===== src/sv/rv32x_pkg.sv =====
// Shared types, constants and helpers of the RV32I subset execute unit.
package rv32x_pkg;

  localparam int unsigned XLen     = 32;
  localparam int unsigned RegCount = 32;
  localparam int unsigned RegIdxW  = $clog2(RegCount);
  localparam int unsigned PAddrW   = 3;

  localparam logic [XLen-1:0] PcStep    = 32'd4;
  localparam logic [XLen-1:0] JalrMask  = 32'hFFFF_FFFE;
  localparam logic [XLen-1:0] SignBit   = 32'h8000_0000;

  // Register index taken from paddr[2]; only start_pc exists.
  localparam logic [0:0] CfgStartPc = 1'b0;

  typedef enum logic [4:0] {
    OP_ADD  = 5'd0,
    OP_SUB  = 5'd1,
    OP_ADDI = 5'd2,
    OP_SLLI = 5'd3,
    OP_BEQ  = 5'd4,
    OP_BNE  = 5'd5,
    OP_JAL  = 5'd6,
    OP_JALR = 5'd7,
    OP_LUI  = 5'd8,
    OP_ORI  = 5'd9,
    OP_ANDI = 5'd10,
    OP_XORI = 5'd11,
    OP_SLL  = 5'd12,
    OP_SRL  = 5'd13,
    OP_SRA  = 5'd14,
    OP_OR   = 5'd15,
    OP_AND  = 5'd16,
    OP_XOR  = 5'd17,
    OP_SLT  = 5'd18,
    OP_SLTU = 5'd19
  } op_e;

  typedef enum logic [1:0] {
    SRC_ZERO = 2'd0,
    SRC_FWD  = 2'd1,
    SRC_MEM  = 2'd2
  } opnd_src_e;

  typedef struct packed {
    logic [4:0]         opcode;
    logic [4:0]         dest_reg;
    logic [4:0]         src_reg_a;
    logic [4:0]         src_reg_b;
    logic signed [31:0] immediate;
  } in_item_t;

  typedef struct packed {
    logic [31:0] next_pc;
    logic        wb_enable;
    logic [4:0]  wb_index;
    logic [31:0] wb_value;
    logic        branch_taken;
  } out_item_t;

  typedef struct packed {
    logic            en;
    logic [4:0]      addr;
    logic [XLen-1:0] data;
  } rf_wr_t;

  typedef struct packed {
    logic [XLen-1:0] next_pc;
    logic            writes;
    logic [XLen-1:0] value;
    logic            taken;
  } alu_res_t;

  // Indices at or above the register count read as zero and drop writes.
  function automatic logic reg_in_range(input logic [4:0] idx);
    return {1'b0, idx} < 6'(RegCount);
  endfunction

endpackage


===== src/sv/rv32i_subset_execute_unit.sv =====
// Execute unit for a subset of RV32I: operand read, ALU, PC update and result register.
// An accepted word and its operand reads are registered; the ALU result then goes to the
// result register, and next_pc to pc_q, when the result register is free or being read.
// Throughput: one word per cycle while the result register is free or being read;
// out_ready_i reaches in_ready_o combinationally, so the output is not decoupled.
// Reset clears the PC and start_pc to zero; register file entries read as zero until
// first written, tracked by per-entry valid bits cleared by reset.
module rv32i_subset_execute_unit (
  input  logic                          clk_i,
  input  logic                          rst_ni,
  input  logic                          in_valid_i,
  output logic                          in_ready_o,
  input  rv32x_pkg::in_item_t           in_data_i,
  output logic                          out_valid_o,
  input  logic                          out_ready_i,
  output rv32x_pkg::out_item_t          out_data_o,
  input  logic                          psel,
  input  logic                          penable,
  input  logic                          pwrite,
  input  logic [rv32x_pkg::PAddrW-1:0]  paddr,
  input  logic [31:0]                   pwdata,
  output logic [31:0]                   prdata,
  output logic                          pready
);

  logic                       in_accept, ex_advance, cfg_wr, sel_start_pc;
  logic                       ex_valid_q, out_valid_q, wr_ok;
  rv32x_pkg::in_item_t        ex_item_q;
  rv32x_pkg::out_item_t       out_d, out_q;
  logic [31:0]                pc_d, pc_q, start_pc_q;
  logic [rv32x_pkg::XLen-1:0] opa, opb;
  rv32x_pkg::rf_wr_t          rf_wr;
  rv32x_pkg::alu_res_t        alu_res;

  assign ex_advance = ex_valid_q && (!out_valid_q || out_ready_i);
  assign in_ready_o = !ex_valid_q || ex_advance;
  assign in_accept  = in_valid_i && in_ready_o;

  rv32x_regfile u_regfile (
    .clk_i       (clk_i),
    .rst_ni      (rst_ni),
    .rd_en_i     (in_accept),
    .rd_addr_a_i (in_data_i.src_reg_a),
    .rd_addr_b_i (in_data_i.src_reg_b),
    .wr_i        (rf_wr),
    .rd_data_a_o (opa),
    .rd_data_b_o (opb)
  );

  rv32x_alu u_alu (
    .opcode_i (ex_item_q.opcode),
    .opa_i    (opa),
    .opb_i    (opb),
    .imm_i    (ex_item_q.immediate),
    .pc_i     (pc_q),
    .res_o    (alu_res)
  );

  // x0 and out-of-range destinations never take a write.
  assign wr_ok = alu_res.writes && ex_item_q.dest_reg != 5'd0 &&
                 rv32x_pkg::reg_in_range(ex_item_q.dest_reg);

  always_comb begin
    rf_wr.en   = ex_advance && wr_ok;
    rf_wr.addr = ex_item_q.dest_reg;
    rf_wr.data = alu_res.value;
  end

  always_comb begin
    out_d.next_pc      = alu_res.next_pc;
    out_d.wb_enable    = wr_ok;
    out_d.wb_index     = wr_ok ? ex_item_q.dest_reg : 5'd0;
    out_d.wb_value     = wr_ok ? alu_res.value : '0;
    out_d.branch_taken = alu_res.taken;
  end

  assign sel_start_pc = paddr[rv32x_pkg::PAddrW-1:2] == rv32x_pkg::CfgStartPc;
  assign cfg_wr       = psel && penable && pwrite && sel_start_pc;
  assign pready       = 1'b1;
  assign prdata       = sel_start_pc ? start_pc_q : 32'd0;

  always_comb begin
    pc_d = pc_q;
    if (cfg_wr) begin
      pc_d = pwdata;
    end else if (ex_advance) begin
      pc_d = alu_res.next_pc;
    end
  end

  always_ff @(posedge clk_i or negedge rst_ni) begin
    if (!rst_ni) begin
      ex_valid_q  <= 1'b0;
      out_valid_q <= 1'b0;
      pc_q        <= '0;
      start_pc_q  <= '0;
    end else begin
      if (in_ready_o) begin
        ex_valid_q <= in_valid_i;
      end
      if (ex_advance) begin
        out_valid_q <= 1'b1;
      end else if (out_ready_i) begin
        out_valid_q <= 1'b0;
      end
      pc_q <= pc_d;
      if (cfg_wr) begin
        start_pc_q <= pwdata;
      end
    end
  end

  always_ff @(posedge clk_i) begin
    if (in_accept) begin
      ex_item_q <= in_data_i;
    end
    if (ex_advance) begin
      out_q <= out_d;
    end
  end

  assign out_valid_o = out_valid_q;
  assign out_data_o  = out_q;

`ifndef SYNTHESIS
  a_ready_when_empty: assert property (@(posedge clk_i) disable iff (!rst_ni)
    !out_valid_q |-> in_ready_o)
    else $error("input stalled although the result register is empty");

  a_advance_fills_out: assert property (@(posedge clk_i) disable iff (!rst_ni)
    ex_advance |=> out_valid_q)
    else $error("advancing word did not reach the result register");

  a_no_x0_write: assert property (@(posedge clk_i) disable iff (!rst_ni)
    rf_wr.en |-> rf_wr.addr != 5'd0)
    else $error("register x0 written");

  a_quiet_wb: assert property (@(posedge clk_i) disable iff (!rst_ni)
    out_valid_q && !out_q.wb_enable |-> out_q.wb_index == 5'd0 && out_q.wb_value == 32'd0)
    else $error("write-back fields not cleared without a write");
`endif

endmodule


===== src/sv/rv32x_regfile.sv =====
// Register file with registered reads, write bypass and per-entry valid bits.
module rv32x_regfile (
  input  logic                          clk_i,
  input  logic                          rst_ni,
  input  logic                          rd_en_i,
  input  logic [4:0]                    rd_addr_a_i,
  input  logic [4:0]                    rd_addr_b_i,
  input  rv32x_pkg::rf_wr_t             wr_i,
  output logic [rv32x_pkg::XLen-1:0]    rd_data_a_o,
  output logic [rv32x_pkg::XLen-1:0]    rd_data_b_o
);

  logic [rv32x_pkg::XLen-1:0]     mem_q [rv32x_pkg::RegCount];
  logic [rv32x_pkg::RegCount-1:0] valid_q;
  logic [rv32x_pkg::XLen-1:0]     rdata_a_q, rdata_b_q, fwd_q;
  rv32x_pkg::opnd_src_e           sel_a_d, sel_a_q, sel_b_d, sel_b_q;

  function automatic rv32x_pkg::opnd_src_e pick_src(
    input logic [4:0]              addr,
    input rv32x_pkg::rf_wr_t       wr,
    input logic [rv32x_pkg::RegCount-1:0] valid
  );
    rv32x_pkg::opnd_src_e src;
    if (addr == 5'd0 || !rv32x_pkg::reg_in_range(addr)) begin
      src = rv32x_pkg::SRC_ZERO;
    end else if (wr.en && wr.addr == addr) begin
      src = rv32x_pkg::SRC_FWD;
    end else if (!valid[addr[rv32x_pkg::RegIdxW-1:0]]) begin
      src = rv32x_pkg::SRC_ZERO;
    end else begin
      src = rv32x_pkg::SRC_MEM;
    end
    return src;
  endfunction

  always_comb begin
    sel_a_d = pick_src(rd_addr_a_i, wr_i, valid_q);
    sel_b_d = pick_src(rd_addr_b_i, wr_i, valid_q);
  end

  always_ff @(posedge clk_i) begin
    if (wr_i.en) begin
      mem_q[wr_i.addr[rv32x_pkg::RegIdxW-1:0]] <= wr_i.data;
    end
  end

  // Reads see the old contents; a write in the same cycle goes through fwd_q.
  always_ff @(posedge clk_i) begin
    if (rd_en_i) begin
      rdata_a_q <= mem_q[rd_addr_a_i[rv32x_pkg::RegIdxW-1:0]];
      rdata_b_q <= mem_q[rd_addr_b_i[rv32x_pkg::RegIdxW-1:0]];
      fwd_q     <= wr_i.data;
    end
  end

  always_ff @(posedge clk_i or negedge rst_ni) begin
    if (!rst_ni) begin
      valid_q <= '0;
      sel_a_q <= rv32x_pkg::SRC_ZERO;
      sel_b_q <= rv32x_pkg::SRC_ZERO;
    end else begin
      if (wr_i.en) begin
        valid_q[wr_i.addr[rv32x_pkg::RegIdxW-1:0]] <= 1'b1;
      end
      if (rd_en_i) begin
        sel_a_q <= sel_a_d;
        sel_b_q <= sel_b_d;
      end
    end
  end

  always_comb begin
    case (sel_a_q)
      rv32x_pkg::SRC_FWD: rd_data_a_o = fwd_q;
      rv32x_pkg::SRC_MEM: rd_data_a_o = rdata_a_q;
      default:            rd_data_a_o = '0;
    endcase
    case (sel_b_q)
      rv32x_pkg::SRC_FWD: rd_data_b_o = fwd_q;
      rv32x_pkg::SRC_MEM: rd_data_b_o = rdata_b_q;
      default:            rd_data_b_o = '0;
    endcase
  end

endmodule


===== src/sv/rv32x_alu.sv =====
// Operation decoder, ALU and next-PC logic for one instruction.
module rv32x_alu (
  input  logic [4:0]                 opcode_i,
  input  logic [rv32x_pkg::XLen-1:0] opa_i,
  input  logic [rv32x_pkg::XLen-1:0] opb_i,
  input  logic [rv32x_pkg::XLen-1:0] imm_i,
  input  logic [rv32x_pkg::XLen-1:0] pc_i,
  output rv32x_pkg::alu_res_t        res_o
);

  logic [rv32x_pkg::XLen-1:0] seq_pc, br_pc;
  logic [4:0]                 sh_b;

  assign seq_pc = pc_i + rv32x_pkg::PcStep;
  assign br_pc  = pc_i + imm_i;
  assign sh_b   = opb_i[4:0];

  always_comb begin
    res_o.next_pc = seq_pc;
    res_o.writes  = 1'b1;
    res_o.value   = '0;
    res_o.taken   = 1'b0;
    unique case (rv32x_pkg::op_e'(opcode_i))
      rv32x_pkg::OP_ADD:  res_o.value = opa_i + opb_i;
      rv32x_pkg::OP_SUB:  res_o.value = opa_i - opb_i;
      rv32x_pkg::OP_ADDI: res_o.value = opa_i + imm_i;
      rv32x_pkg::OP_SLLI: res_o.value = opa_i << imm_i[4:0];
      rv32x_pkg::OP_BEQ: begin
        res_o.writes = 1'b0;
        if (opa_i == opb_i) begin
          res_o.next_pc = br_pc;
          res_o.taken   = 1'b1;
        end
      end
      rv32x_pkg::OP_BNE: begin
        res_o.writes = 1'b0;
        if (opa_i != opb_i) begin
          res_o.next_pc = br_pc;
          res_o.taken   = 1'b1;
        end
      end
      rv32x_pkg::OP_JAL: begin
        res_o.value   = seq_pc;
        res_o.next_pc = br_pc;
        res_o.taken   = 1'b1;
      end
      rv32x_pkg::OP_JALR: begin
        res_o.value   = seq_pc;
        res_o.next_pc = (opa_i + imm_i) & rv32x_pkg::JalrMask;
        res_o.taken   = 1'b1;
      end
      rv32x_pkg::OP_LUI:  res_o.value = imm_i;
      rv32x_pkg::OP_ORI:  res_o.value = opa_i | imm_i;
      rv32x_pkg::OP_ANDI: res_o.value = opa_i & imm_i;
      rv32x_pkg::OP_XORI: res_o.value = opa_i ^ imm_i;
      rv32x_pkg::OP_SLL:  res_o.value = opa_i << sh_b;
      rv32x_pkg::OP_SRL:  res_o.value = opa_i >> sh_b;
      rv32x_pkg::OP_SRA:  res_o.value = $unsigned($signed(opa_i) >>> sh_b);
      rv32x_pkg::OP_OR:   res_o.value = opa_i | opb_i;
      rv32x_pkg::OP_AND:  res_o.value = opa_i & opb_i;
      rv32x_pkg::OP_XOR:  res_o.value = opa_i ^ opb_i;
      rv32x_pkg::OP_SLT: begin
        res_o.value = {31'd0, (opa_i ^ rv32x_pkg::SignBit) < (opb_i ^ rv32x_pkg::SignBit)};
      end
      rv32x_pkg::OP_SLTU: res_o.value = {31'd0, opa_i < opb_i};
      default:            res_o.writes = 1'b0;
    endcase
  end

endmodule

===== config.mk =====
export PLATFORM = sky130hd
export DESIGN_NAME = rv32i_subset_execute_unit
export DESIGN_NICKNAME = d
export VERILOG_FILES = /design/src/sv/rv32x_pkg.sv /design/src/sv/rv32i_subset_execute_unit.sv /design/src/sv/rv32x_regfile.sv /design/src/sv/rv32x_alu.sv
export SDC_FILE = /design/constraint.sdc
export NUM_CORES = 2
export LEC_CHECK = 0
export BUFFER_PORTS_ARGS = -buffer_cell sky130_fd_sc_hd__buf_4
export CAP_MARGIN = 20
export CORE_AREA = 2 2 386 388
export CTS_BUF_LIST = sky130_fd_sc_hd__clkbuf_16
export DETAILED_ROUTE_END_ITERATION = 7
export DIE_AREA = 0 0 388 390
export PLACE_DENSITY = 0.69
export SYNTH_ARGS = -nofsm -noshare
export SYNTH_HDL_FRONTEND = slang
export SYNTH_SLANG_ARGS = --single-unit
export TNS_END_PERCENT = 30

===== constraint.sdc =====
create_clock -name clk_i -period 4.85 [get_ports clk_i]
set_input_delay 0.485 -clock clk_i [delete_from_list [all_inputs] [get_ports clk_i]]
set_output_delay 0.485 -clock clk_i [all_outputs]
set_load 0.03 [all_outputs]

==> summary.txt <==
Detailed routing
  • Via count: 54200
  • TritonRoute pass-1 iters: 6
  • Routed WL: between 200000 and 300000 µm
  • DRC viols: 0
  • Routed len/inst: 36.4 µm
  • Post-route ant nets: 0
  • 1st-iter DRT viols: between 7000 and 8000
  • Vias per cell: between 6 and 7

Layout
  • Final net count: roughly 6000
  • Fin area: about 90000 µm²
  • Layout cells sized above 1: a little over a third
  • Syn-to-layout area delta: 21.7%
  • Fin cells: about 7800

Clock tree
  • CTS root buf: clkbuf_16
  • Clock buffer depth: 3
  • Clock Sinks: approximately 1300
  • Htree depth: 4
  • Worst-Skew Late Latency: approximately 0.8 ns
  • CTS buffer count: between 100 and 150
  • TritonCTS clock tree: done
  • Clock slew at reported path FFs: about 0.06 ns

Synthesis
  • Share of the synthesized area in the top cell type: a little over 50%
  • Syn avg cell area: ~15 µm²
  • Synthesized cell area: about 73000 µm²
  • Synth Warn #: 0
  • Synth cell types: 95
  • Register bit total from synthesis: approximately 1300
  • Synth top area cells: edfxtp_1, mux4_2, dfrtp_1
  • Post-synthesis sequential area ratio: about 54%
  • Fraction of registers with async set/reset: under 10%
  • Synth area leader: edfxtp_1
  • Cells after synthesis: 5015
  • Ys flop type: edfxtp_1
  • Number of enable flip-flop cells after synthesis: 1233

STA
  • Clock period minus worst slack: 4.83 ns
  • RSZ-0062 raised after global routing: yes
  • Tcrit/Tclk final: around 100%
  • Worst Tran Pin Value: approximately 1.2 ns
  • Final Skew: between 0.04 and 0.05 ns
  • Final setup fails: 0
  • Slew HR: between 10% and 20%
  • Pins over their slew limit: 0
  • Hold Vio Cnt, Final: 0
  • F_max: between 200 and 250 MHz

Status
  • Status: finished, final reports clean

Hold path
  • Hold depth: 3
  • Hold_sp: pwdata[15]
  • Worst hold path class: in2reg
  • Hold EP: start_pc_q[15]

Setup path
  • Worst r2r dst: out_data_o[30]
  • Crit path cell chain: inv_2 > ha_4 > buf_6 > buf_6 > buf_12 > buf_4 > a22oi_1 > or2_2 > inv_1 > ha_1 > buf_4 > nand2_1 > nor4_1 > o21ai_0 > buf_4 > o211ai_1 > xnor2_1 > o22ai_1 > a211o_1 > buf_4 > and2_1
  • R2r startpoint: u_regfile.sel_a_q[0]
  • Crit end category: register
  • WS Path Type: reg2reg
  • Worst Path Max Fanout: 9
  • CP required: between 5 and 6 ns
  • Reg2reg path depth: 21
  • Crit-path most repeated cell: buf_4
  • R2R setup slack: 0.02 ns
  • Max incr delay on CP: roughly 0.43 ns
  • Critical Path Source Type: register
  • Crit path DAT: 5.36 ns
  • Slowest CP cell: nor4_1

Global routing
  • Initial antenna violation count: 13
  • GR Util All Layers: between 30% and 40%
  • Vias in the first global route: 52600
  • Pin count of the biggest net entering global routing: just over 80
  • Wire length of the first global-routing pass: roughly 400000 µm
  • Total gr overflow: 0

Job
  • Max-cap violations: 0

Placed design
  • Post-DP Area: just over 80000 µm²
  • Post-placement cell count: between 7000 and 8000
  • RePlAce Congestion: about 1.1
  • Detailed Place HPWL: about 190000 µm
  • Input/output buffers: between 150 and 200

Floorplanning
  • I/O pin count: 200
  • Die X: between 300 and 400 µm
  • Die Span Y: between 300 and 400 µm
  • Num rows: between 100 and 150
  • CORE AREA: ~150000 µm²
  • Die area: 151000 µm²
  • Initial core utilization: between 40% and 50%

Pwr
  • Leakage: 0.0322 µW
  • Max VDD drop: 0.390 mV
  • PwrDens: around 380 nW/µm²
[worst max-delay path: cells and delay by family (launching register included)]
| family | cells | cell delay, ns |
|---|---|---|
| xor+xnor | 1 | 0.18 |
| simple gates | 4 | 1.00 |
| flops | 1 | 0.41 |
| fa+ha+maj | 2 | 0.49 |
| compound gates | 5 | 0.87 |
| buf+inv | 9 | 1.62 |
[timing repair]
item | 4_1_cts | 5_1_grt
setup buffers | 2 | 12
cloned | 1 | 4
endpoints found under the hold margin | 150 | 0
setup endpoints to repair | 518 | 571
hold buffers | 69 | 0
gates resized for setup | 43 | 136
pin swaps | 7 | 23
[routing by layer]
metal / GRT usage [%] / wire, µm
met5: 0 / 18
met4: 17.9 / 15900
met3: 7.11 / 30000
met2: 57.5 / 130000
met1: 51.8 / 109000
[sequential cells by signal, indices dropped and copies added (netlist names)]
name / count
u_regfile.sel_a_q: 2
u_regfile.mem_q: 1024
u_regfile.valid_q: 32
ex_item_q: 42
ex_valid_q: 1
u_regfile.sel_b_q: 2
pc_q: 32
out_data_o: 71
u_regfile.rdata_a_q: 32
out_valid_o: 1
u_regfile.fwd_q: 32
u_regfile.rdata_b_q: 32
start_pc_q: 32
[through the flow]
step	setup slack, ns	hold slack (ns)	total power (µW)	TNS, ns	util (%)
after floorplan	-0.00770	0.189	18500	-0.00770	-
after global placement	-0.472	0.363	22100	-78.15	56.2
after detailed placement	-0.480	0.367	22100	-93.39	56.2
after CTS	-0.0630	0.0172	33200	-4.03	60.1
after global routing	-0.0875	0.0212	34500	-6.13	60.6
final	0.0219	0.0597	33500	0	60.6
[power breakdown]
part | switching [µW] | internal (µW)
sequential | 524 | 13600
clock | 4850 | 6160
combinational | 4820 | 3540
[cell usage in the layout (no fill, tap or decap), types with 47 or more instances in the layout]
cell,n
a21o_1,51
buf_12,114
mux2i_1,103
a211oi_1,47
dlygate4sd3_1,69
a21oi_1,200
dfrtp_1,102
nand2_1,333
mux2_2,97
nand3_1,60
or2_2,49
xnor2_1,86
edfxtp_1,1233
inv_1,121
o21ai_0,202
a22oi_1,78
buf_4,753
nor2_1,283
mux4_2,676
clkbuf_16,148
nor2b_1,52
ha_1,119
[cells in the mapped netlist, types with 28 or more instances]
library cell / instances
buf_2: 36
a211oi_1: 53
o21ai_0: 213
nand2b_1: 32
o22ai_1: 33
xor2_1: 44
a22oi_1: 88
clkbuf_1: 239
mux2_2: 97
nor2b_1: 53
o221ai_1: 34
edfxtp_1: 1233
and3_1: 30
and2_1: 42
a21oi_1: 214
nor2_1: 334
mux4_2: 676
nand3_1: 64
o211ai_1: 45
mux2i_1: 105
ha_1: 135
or2_2: 55
a21o_1: 51
inv_1: 102
dfrtp_1: 102
a221o_1: 28
nor3_1: 46
a31oi_1: 34
nand2_1: 337
xnor2_1: 87
buf_1: 66
[worst max-delay path by stage]
stage	startpoint	slack, ns	endpoint
after detailed placement	u_regfile.sel_a_q[0]	-0.48	u_regfile.mem_q[13][30]
final	u_regfile.sel_a_q[0]	0.02	out_data_o[30]
after floorplan	u_regfile.sel_b_q[0]	-0.008	out_data_o[21]
after global placement	u_regfile.sel_a_q[0]	-0.47	u_regfile.mem_q[9][30]
after CTS	u_regfile.sel_a_q[1]	-0.06	u_regfile.mem_q[5][23]
after global routing	u_regfile.sel_a_q[1]	-0.09	out_data_o[30]
[logic make-up (layout without fill, tap and decap cells)]
kind of cell             count (synthesis)  after routing  synth area share [%]
AO/OA/AOI/OAI                          987            987                  8.99
XOR/XNOR                               131            131                  1.56
adder cells (fa/ha/maj)                140            140                  2.43
buffers and inverters                  453           1322                  2.40
flip-flops                            1335           1335                  54.0
multiplexers                           879            879                  23.7
other                                    2             35                0.0102
AND/OR/NAND/NOR                       1088           1088                  6.91
[area by class of cell]
class                           count  area (µm²)
Fill cell                       11200       57900
Timing Repair Buffer              956        8940
Clock buffer                      145        3630
Sequential cell                  1335       39600
Inverter                          109         432
Tap cell                         1930        2410
Clock inverter                    112        1080
Antenna cell                        2        5.00
Multi-Input combinational cell   3258       33100
Power figures use the tool's default switching activity.
